$ cat config.mk
export PLATFORM = sky130hd
export DESIGN_NAME = circular_queue_with_search
export DESIGN_NICKNAME = d
export VERILOG_FILES = /design/src/sv/cqs_pkg.sv /design/src/sv/cqs_ctrl.sv /design/src/sv/cqs_dp.sv /design/src/sv/circular_queue_with_search.sv
export SDC_FILE = /design/constraint.sdc
export NUM_CORES = 1
export LEC_CHECK = 0
export BUFFER_PORTS_ARGS = -buffer_cell sky130_fd_sc_hd__buf_2
export CAP_MARGIN = 10
export CORE_ASPECT_RATIO = 1.25
export CORE_MARGIN = 3
export CORE_UTILIZATION = 38
export DETAILED_ROUTE_END_ITERATION = 8
export MAX_ROUTING_LAYER = met4
export SLEW_MARGIN = 20
export SYNTH_ARGS = -nofsm -noshare
export SYNTH_HDL_FRONTEND = slang
export SYNTH_SLANG_ARGS = --single-unit
$ cat constraint.sdc
create_clock -name clk -period 3.6 [get_ports clk]
set_input_delay 0.36 -clock clk [delete_from_list [all_inputs] [get_ports clk]]
set_output_delay 0.36 -clock clk [all_outputs]
set_load 0.05 [all_outputs]
$ cat src/sv/cqs_pkg.sv
// ----------------------------------------------------------------------------
// cqs_pkg
// Operation and status codes, and the command and status bundles that pass
// between the queue controller and the queue datapath.
// ----------------------------------------------------------------------------
package cqs_pkg;

  localparam logic [1:0] OP_PUSH   = 2'd0;
  localparam logic [1:0] OP_POP    = 2'd1;
  localparam logic [1:0] OP_SEARCH = 2'd2;
  localparam logic [1:0] OP_READ   = 2'd3;

  localparam logic [2:0] ST_OK        = 3'd0;
  localparam logic [2:0] ST_FULL      = 3'd1;
  localparam logic [2:0] ST_EMPTY     = 3'd2;
  localparam logic [2:0] ST_NOT_FOUND = 3'd3;
  localparam logic [2:0] ST_BAD_POS   = 3'd4;

  typedef struct packed {
    logic       load;
    logic       push;
    logic       pop;
    logic       rd_pos;
    logic       srch_start;
    logic       srch_step;
    logic       capture;
    logic       hit;
    logic       st_wr;
    logic [2:0] st_code;
    logic       out_load;
  } cqs_cmd_t;

  typedef struct packed {
    logic [1:0] op;
    logic       full;
    logic       empty;
    logic       pos_ok;
    logic       hit;
    logic       last;
  } cqs_sts_t;

endpackage

$ cat src/sv/cqs_ctrl.sv
// ----------------------------------------------------------------------------
// cqs_ctrl
// Sequencer for the queue: latches one beat, runs its operation through the
// datapath and hands the result to the output register.
// ----------------------------------------------------------------------------
module cqs_ctrl (
  input  logic              clk,
  input  logic              rst_n,
  input  logic              in_valid,
  output logic              in_ready,
  output logic              out_valid,
  input  logic              out_ready,
  input  cqs_pkg::cqs_sts_t sts,
  output cqs_pkg::cqs_cmd_t cmd
);
  import cqs_pkg::*;

  localparam logic [2:0] S_IDLE = 3'd0;
  localparam logic [2:0] S_EXEC = 3'd1;
  localparam logic [2:0] S_WAIT = 3'd2;
  localparam logic [2:0] S_SRCH = 3'd3;
  localparam logic [2:0] S_FIN  = 3'd4;

  logic [2:0] state_r, state_nxt;
  logic       out_valid_r, out_valid_nxt;
  logic       slot_free;

  assign in_ready  = (state_r == S_IDLE);
  assign out_valid = out_valid_r;
  assign slot_free = !out_valid_r || out_ready;

  always_comb begin
    cmd       = '0;
    state_nxt = state_r;
    case (state_r)
      S_IDLE: begin
        if (in_valid) begin
          cmd.load  = 1'b1;
          state_nxt = S_EXEC;
        end
      end
      S_EXEC: begin
        case (sts.op)
          OP_PUSH: begin
            if (sts.full) begin
              cmd.st_wr   = 1'b1;
              cmd.st_code = ST_FULL;
            end else begin
              cmd.push = 1'b1;
            end
            state_nxt = S_FIN;
          end
          OP_POP: begin
            if (sts.empty) begin
              cmd.st_wr   = 1'b1;
              cmd.st_code = ST_EMPTY;
              state_nxt   = S_FIN;
            end else begin
              cmd.pop   = 1'b1;
              state_nxt = S_WAIT;
            end
          end
          OP_SEARCH: begin
            if (sts.empty) begin
              cmd.st_wr   = 1'b1;
              cmd.st_code = ST_NOT_FOUND;
              state_nxt   = S_FIN;
            end else begin
              cmd.srch_start = 1'b1;
              state_nxt      = S_SRCH;
            end
          end
          default: begin
            if (sts.pos_ok) begin
              cmd.rd_pos = 1'b1;
              state_nxt  = S_WAIT;
            end else begin
              cmd.st_wr   = 1'b1;
              cmd.st_code = ST_BAD_POS;
              state_nxt   = S_FIN;
            end
          end
        endcase
      end
      S_WAIT: begin
        cmd.capture = 1'b1;
        state_nxt   = S_FIN;
      end
      S_SRCH: begin
        if (sts.hit) begin
          cmd.hit     = 1'b1;
          cmd.st_wr   = 1'b1;
          cmd.st_code = ST_OK;
          state_nxt   = S_FIN;
        end else if (sts.last) begin
          cmd.st_wr   = 1'b1;
          cmd.st_code = ST_NOT_FOUND;
          state_nxt   = S_FIN;
        end else begin
          cmd.srch_step = 1'b1;
        end
      end
      S_FIN: begin
        if (slot_free) begin
          cmd.out_load = 1'b1;
          state_nxt    = S_IDLE;
        end
      end
      default: begin
        state_nxt = S_IDLE;
      end
    endcase
  end

  always_comb begin
    out_valid_nxt = out_valid_r;
    if (cmd.out_load) begin
      out_valid_nxt = 1'b1;
    end else if (out_ready) begin
      out_valid_nxt = 1'b0;
    end
  end

  always_ff @(posedge clk) begin
    if (!rst_n) begin
      state_r     <= S_IDLE;
      out_valid_r <= 1'b0;
    end else begin
      state_r     <= state_nxt;
      out_valid_r <= out_valid_nxt;
    end
  end

endmodule

$ cat src/sv/cqs_dp.sv
// ----------------------------------------------------------------------------
// cqs_dp
// Queue datapath: slot memory with registered read, head and tail pointers,
// entry count, front and back copies, search walker and result register.
// ----------------------------------------------------------------------------
module cqs_dp #(
  parameter int DEPTH      = 16,
  parameter int DATA_WIDTH = 32
) (
  input  logic              clk,
  input  logic              rst_n,
  input  logic [1:0]        in_operation,
  input  logic [31:0]       in_value,
  input  logic [4:0]        in_position,
  input  cqs_pkg::cqs_cmd_t cmd,
  output cqs_pkg::cqs_sts_t sts,
  output logic [2:0]        out_status,
  output logic [4:0]        out_found_position,
  output logic [31:0]       out_read_value,
  output logic [4:0]        out_count,
  output logic              out_is_empty,
  output logic              out_is_full,
  output logic [31:0]       out_front_value,
  output logic [31:0]       out_back_value
);
  import cqs_pkg::*;

  localparam int AW = (DEPTH > 1) ? $clog2(DEPTH) : 1;
  localparam int CW = $clog2(DEPTH + 1);
  localparam int XW = (CW > 5) ? CW : 5;

  logic [DATA_WIDTH-1:0] mem [DEPTH];
  logic [DATA_WIDTH-1:0] rdata_r;
  logic [AW-1:0]         raddr;

  logic [AW-1:0]         head_r, tail_r, ptr_r;
  logic [CW-1:0]         count_r, kc_r;
  logic [1:0]            op_r;
  logic [DATA_WIDTH-1:0] val_r, front_r, back_r, rd_r;
  logic [4:0]            pos_r;
  logic [2:0]            status_r;
  logic [CW-1:0]         found_r;

  logic [XW-1:0]         pos_x, cnt_x;
  logic [CW:0]           sum;
  logic [AW-1:0]         pos_addr;
  logic [AW-1:0]         head_n1, head_n2, tail_n1;
  logic                  empty, full;

  function automatic logic [AW-1:0] next_idx(input logic [AW-1:0] i);
    return (i == AW'(DEPTH - 1)) ? '0 : i + 1'b1;
  endfunction

  assign head_n1 = next_idx(head_r);
  assign head_n2 = next_idx(head_n1);
  assign tail_n1 = next_idx(tail_r);
  assign empty   = (count_r == '0);
  assign full    = (count_r == CW'(DEPTH));

  assign pos_x    = XW'(pos_r);
  assign cnt_x    = XW'(count_r);
  assign sum      = (CW + 1)'(head_r) + (CW + 1)'(pos_x[CW-1:0]);
  assign pos_addr = (sum >= (CW + 1)'(DEPTH)) ? AW'(sum - (CW + 1)'(DEPTH)) : AW'(sum);

  assign sts.op     = op_r;
  assign sts.full   = full;
  assign sts.empty  = empty;
  assign sts.pos_ok = (pos_x != '0) && (pos_x <= cnt_x);
  assign sts.hit    = (rdata_r == val_r);
  assign sts.last   = (kc_r == count_r);

  always_comb begin
    if (cmd.pop) begin
      raddr = head_n2;
    end else if (cmd.rd_pos) begin
      raddr = pos_addr;
    end else if (cmd.srch_start) begin
      raddr = head_n1;
    end else begin
      raddr = ptr_r;
    end
  end

  always_ff @(posedge clk) begin
    if (cmd.push) begin
      mem[tail_n1] <= val_r;
    end
    rdata_r <= mem[raddr];
  end

  always_ff @(posedge clk) begin
    if (!rst_n) begin
      head_r  <= AW'(DEPTH - 1);
      tail_r  <= AW'(DEPTH - 1);
      count_r <= '0;
    end else begin
      if (cmd.push) begin
        tail_r  <= tail_n1;
        count_r <= count_r + 1'b1;
      end else if (cmd.pop) begin
        head_r  <= head_n1;
        count_r <= count_r - 1'b1;
      end
    end
  end

  always_ff @(posedge clk) begin
    if (cmd.load) begin
      op_r     <= in_operation;
      val_r    <= DATA_WIDTH'(in_value);
      pos_r    <= in_position;
      status_r <= ST_OK;
      found_r  <= '0;
      rd_r     <= '0;
    end
    if (cmd.st_wr) begin
      status_r <= cmd.st_code;
    end
    if (cmd.hit) begin
      found_r <= kc_r;
    end
    if (cmd.push) begin
      back_r <= val_r;
      if (empty) begin
        front_r <= val_r;
      end
    end
    if (cmd.capture) begin
      if (op_r == OP_POP) begin
        front_r <= rdata_r;
      end else begin
        rd_r <= rdata_r;
      end
    end
    if (cmd.srch_start) begin
      ptr_r <= head_n2;
      kc_r  <= CW'(1);
    end else if (cmd.srch_step) begin
      ptr_r <= next_idx(ptr_r);
      kc_r  <= kc_r + 1'b1;
    end
    if (cmd.out_load) begin
      out_status         <= status_r;
      out_found_position <= 5'(found_r);
      out_read_value     <= 32'(rd_r);
      out_count          <= 5'(count_r);
      out_is_empty       <= empty;
      out_is_full        <= full;
      out_front_value    <= empty ? '0 : 32'(front_r);
      out_back_value     <= empty ? '0 : 32'(back_r);
    end
  end

endmodule

$ cat src/sv/circular_queue_with_search.sv
// ----------------------------------------------------------------------------
// circular_queue_with_search
// Ring-buffer queue with push, pop, search and read-at-position operations.
// ----------------------------------------------------------------------------
// Sequence: push and rejected operations go from execute to finish; pop and
//   read pass a wait state for the slot read; search walks up to count slots.
// Throughput: one operation in flight; the next input beat is taken at the
//   result beat at the earliest, and the search walks one slot per cycle.
// Reset: synchronous, active low; queue empties, pointers go to DEPTH-1.
// ----------------------------------------------------------------------------
module circular_queue_with_search #(
  parameter int DEPTH      = 16,
  parameter int DATA_WIDTH = 32
) (
  input  logic        clk,
  input  logic        rst_n,
  input  logic        in_valid,
  output logic        in_ready,
  input  logic [1:0]  in_operation,
  input  logic [31:0] in_value,
  input  logic [4:0]  in_position,
  output logic        out_valid,
  input  logic        out_ready,
  output logic [2:0]  out_status,
  output logic [4:0]  out_found_position,
  output logic [31:0] out_read_value,
  output logic [4:0]  out_count,
  output logic        out_is_empty,
  output logic        out_is_full,
  output logic [31:0] out_front_value,
  output logic [31:0] out_back_value
);
  import cqs_pkg::*;

  cqs_cmd_t cmd;
  cqs_sts_t sts;

  cqs_ctrl u_ctrl (
    .clk       (clk),
    .rst_n     (rst_n),
    .in_valid  (in_valid),
    .in_ready  (in_ready),
    .out_valid (out_valid),
    .out_ready (out_ready),
    .sts       (sts),
    .cmd       (cmd)
  );

  cqs_dp #(
    .DEPTH      (DEPTH),
    .DATA_WIDTH (DATA_WIDTH)
  ) u_dp (
    .clk                (clk),
    .rst_n              (rst_n),
    .in_operation       (in_operation),
    .in_value           (in_value),
    .in_position        (in_position),
    .cmd                (cmd),
    .sts                (sts),
    .out_status         (out_status),
    .out_found_position (out_found_position),
    .out_read_value     (out_read_value),
    .out_count          (out_count),
    .out_is_empty       (out_is_empty),
    .out_is_full        (out_is_full),
    .out_front_value    (out_front_value),
    .out_back_value     (out_back_value)
  );

  a_busy_after_beat: assert property (@(posedge clk) disable iff (!rst_n)
    in_valid && in_ready |=> !in_ready)
    else $error("input taken while an operation is in progress");

  a_one_action: assert property (@(posedge clk) disable iff (!rst_n)
    $onehot0({cmd.push, cmd.pop, cmd.rd_pos, cmd.srch_start, cmd.srch_step}))
    else $error("more than one datapath action at once");

  a_no_overflow: assert property (@(posedge clk) disable iff (!rst_n)
    (cmd.push |-> !sts.full) and (cmd.pop |-> !sts.empty))
    else $error("push on full or pop on empty queue");

  a_found_ok: assert property (@(posedge clk) disable iff (!rst_n)
    out_valid && (out_found_position != 5'd0) |-> (out_status == ST_OK))
    else $error("search position reported without a hit");

endmodule

==> results by group <==
STA
  – Final worst path period need: 3.53 ns
  – Max Fclk: roughly 280 MHz
  – Final Setup Violations: 0
  – Hold Vio Cnt, Final: 0
  – Final Slew Violations: 0
  – Fin Clk Skew: 0.0207 ns
  – Slew at the pin closest to its max-slew limit: approximately 1.0 ns
  – Final WS setup: 0.0659 ns
  – Final period util: 0.982
  – Relative slew slack: 0.304

Finish
  – Area grow syn2layout: 19.9%
  – Fin nets: 2529
  – Fraction of layout cells with a size suffix above 1: 0.210

Critical path
  – Reg2Reg Setup Slack: about 0.066 ns
  – CP arrival: 4.03 ns
  – Setup Crit Path Kind: reg2reg
  – Worst Path Required: 4.09 ns
  – Critical-path maximum fanout: 21
  – Nature of the critical path startpoint: flop
  – Worst r2r path cells: 13
  – CP Capture Type: flop
  – R2r startpoint: u_dp.pos_r[3]$_DFFE_PP_
  – FF-to-FF End: u_dp.rdata_r[15]$_DFF_P_

Clock network
  – Clock sinks: 824
  – CTS tree: done
  – CTS Buf Count: 77
  – Clock transition at path regs: 0.06 ns
  – Clk_lat worst skew: ~0.63 ns
  – H-Tree Level Count: 3
  – Clock Path Buffers: 3
  – CTS Root Cell: clkbuf_16

Drt
  – Drt drc: 0
  – Drt first pass iters: 5
  – Via/cell ratio: approximately 5.6
  – DR WL/cell: 25.4 um
  – DRT antenna net count: 0
  – Initial drt markers: ~1.9k
  – DR vias: 20.7k
  – Routed WL: 93.7 mm

Placed design
  – Pre-CTS setup slack: -0.0381 ns
  – GPL Wtd Cong: a little over 0.8
  – PortBufs: 155
  – HPWL Detailed: 55.4 mm

Hold path
  – Hold wc startpoint: rst_n
  – HP Class: in2reg
  – Worst-case hold path end point: u_dp.head_r[0]$_SDFFE_PN1P_
  – Worst hold stages: 2

Global routing
  – Initial antenna violation count: 3
  – Number of global-route vias before repair: 20.5k
  – Largest net degree at the start of global routing: 99
  – Gr ovfl total: 0
  – GRT Util Overall: 0.205
  – Global-route wire length before repair: roughly 130 mm

Floorplanning
  – Die area: roughly 90000 um^2
  – Die X: 269 um
  – CORE AREA: 85700 um^2
  – Height of the chip: 335 um
  – Initial Util: 0.384
  – Num ports: around 160
  – Site Rows: 120

Power and ir drop
  – Clk network pwr share: 0.390
  – Psw: approximately 5000 uW
  – Pwr dens: 539 nW/um^2
  – Worst vdd ir: 293 uV
  – Combinational fraction of design power: 0.088
  – Sequential share of power: 0.522
  – Total Power: between 20000 and 25000 uW
  – Sw frac: 0.234
  – Internal power: 16300 uW
  – LEAKAGE: roughly 0.014 uW

Logic synthesis
  – Post-synthesis sequential area ratio: 0.716
  – FF+latch count, synth: 824
  – Number of synthesis warnings: 0
  – Synthesized area: 32900 um^2
  – Net Count, Synth: between 2k and 2.5k
  – Post-synth EDFFs: roughly 700
  – Main synth FF type: edfxtp_1
  – Synth unique cells: 66
  – FFs w/ async S/R, synth: 0
  – Gate Count Post-Synth: between 2k and 2.5k
  – Avg Cell Area, Syn: 15.2 um^2

Run status
  – Status: finished clean

Flow run
  – MaxCap Viol Count: 0
critical path: stages (launching register included):
cell	delay, ns
edfxtp_1	0.39
ha_1	0.32
and4_4	0.22
a221oi_4	0.34
o211ai_4	0.16
buf_4	0.17
buf_4	0.12
o2111ai_1	0.06
and3_4	0.25
buf_12	0.21
nor2_2	0.10
buf_12	0.18
a221o_1	0.33
or4_1	0.53
layout make-up:
| type | instances | area, um^2 |
|---|---|---|
| Antenna cell | 2 | 5.00 |
| Fill cell | 7418 | 46300 |
| Multi-Input combinational cell | 1167 | 8770 |
| Clock inverter | 40 | 429 |
| Sequential cell | 824 | 23600 |
| Inverter | 24 | 90.1 |
| Tap cell | 1159 | 1450 |
| Timing Repair Buffer | 369 | 2990 |
| Clock buffer | 104 | 2140 |
layer usage:
| layer | vias up | GRT usage | part of all wire |
|---|---|---|---|
| met5 | - | - | 0 |
| met3 | 221 | 0.0245 | 0.063 |
| li1 | 9162 | - | - |
| met4 | 0 | 0.0944 | 0.047 |
| met1 | 10400 | 0.253 | 0.40 |
| met2 | 874 | 0.340 | 0.49 |
flip-flops by register name, summed over array words and instances, names as in the netlist, 4 cells and up:
signal and cells:
u_dp.val_r 32, u_dp.cnt_x 5, u_dp.pos_r 5, u_dp.out_back_value 32, u_dp.ptr_r 4, u_dp.front_r 32
u_dp.head_r 4, u_dp.out_read_value 32, u_dp.kc_r 5, u_dp.found_r 5, u_dp.tail_r 4, u_dp.out_found_position 5
u_dp.out_count 5, u_dp.mem 512, u_dp.rdata_r 32, u_dp.rd_r 32, u_dp.out_front_value 32, u_dp.back_r 32
cell usage in the layout (no fill, tap or decap), types with 18 or more instances in the layout:
cell           count
nand3_1           41
nor3_1            40
dfxtp_1          118
a2111oi_0         30
edfxtp_1         706
a221o_1           31
nor2_1            22
o211ai_1          37
dlygate4sd3_1     39
o31ai_1           65
clkbuf_1          18
clkbuf_16         83
o21ai_0           76
buf_2            155
mux2i_1          128
and2_1            81
a22o_1            32
buf_12            29
buf_4            135
ha_1              19
xor2_1            38
mux2_4            30
a21oi_1           19
and3_1            72
a211oi_1         160
nand2_1           94
or4_1             33
inv_1             23
stage by stage:
stage	setup TNS [ns]	hold slack, ns	instances	util	cell area, um^2
global route	-0.00177	0.102	3689	0.460	39400
CTS	0	0.0612	3672	0.456	39100
finish	0	0.0951	3689	0.460	39400
global placement	-4.80	0.415	3487	0.422	36100
floorplan	0	0.400	2170	-	32900
detailed placement	-0.329	0.405	3487	0.422	36100
cell families after synthesis:
logic type | count (synthesis) | synth area share
flip-flops | 824 | 0.716
AO/OA/AOI/OAI | 487 | 0.110
AND/OR/NAND/NOR | 443 | 0.0734
buffers and inverters | 180 | 0.0231
multiplexers | 162 | 0.0542
XOR/XNOR | 51 | 0.0136
adder cells (fa/ha/maj) | 23 | 0.00920
synthesized netlist by cell type (all sizes together) (32+ instances only):
cell       n  share of area
o31ai     66          0.015
or4       33         0.0075
a22o      32         0.0085
and3      86          0.016
nor3      41         0.0062
o211ai    38         0.0091
clkbuf   125          0.014
nand3     41         0.0062
mux2      33          0.015
xor2      38          0.010
dfxtp    118          0.072
a221o     32         0.0097
a211oi   162          0.037
a2111oi   34         0.0090
o21ai     77          0.012
mux2i    129          0.040
edfxtp   706           0.64
and2      82          0.016
nand2     97          0.011
power groups by stage:
stage	Sequential, uW	Clock (uW)	Combinational (uW)
after floorplan	11400	0	890
after global placement	11300	0	1750
after detailed placement	11300	0	1790
after CTS	11100	8430	1830
after global routing	11100	8800	2030
final	11100	8290	1870
worst max path at each step:
stage                                           from  slack, ns                        to
after floorplan           u_dp.cnt_x[4]$_SDFFE_PN0P_       0.06   u_dp.rdata_r[0]$_DFF_P_
after global placement    u_dp.cnt_x[4]$_SDFFE_PN0P_      -0.24  u_dp.rdata_r[21]$_DFF_P_
after detailed placement     u_dp.pos_r[4]$_DFFE_PP_      -0.04  u_dp.rdata_r[22]$_DFF_P_
after CTS                 u_dp.cnt_x[4]$_SDFFE_PN0P_       0.02  u_dp.rdata_r[22]$_DFF_P_
after global routing         u_dp.pos_r[3]$_DFFE_PP_     -0.002  u_dp.rdata_r[17]$_DFF_P_
final                        u_dp.pos_r[3]$_DFFE_PP_       0.07  u_dp.rdata_r[15]$_DFF_P_
timing repair:
item                       4_1_cts  5_1_grt
gates cloned                     0        5
pin swaps                        0        6
resized for setup                1       26
hold buffers                    39        0
buffers inserted                 2       10
hold endpoints to repair        39        0
setup endpoints to repair       30       32
(Power assumes the default switching activity.)
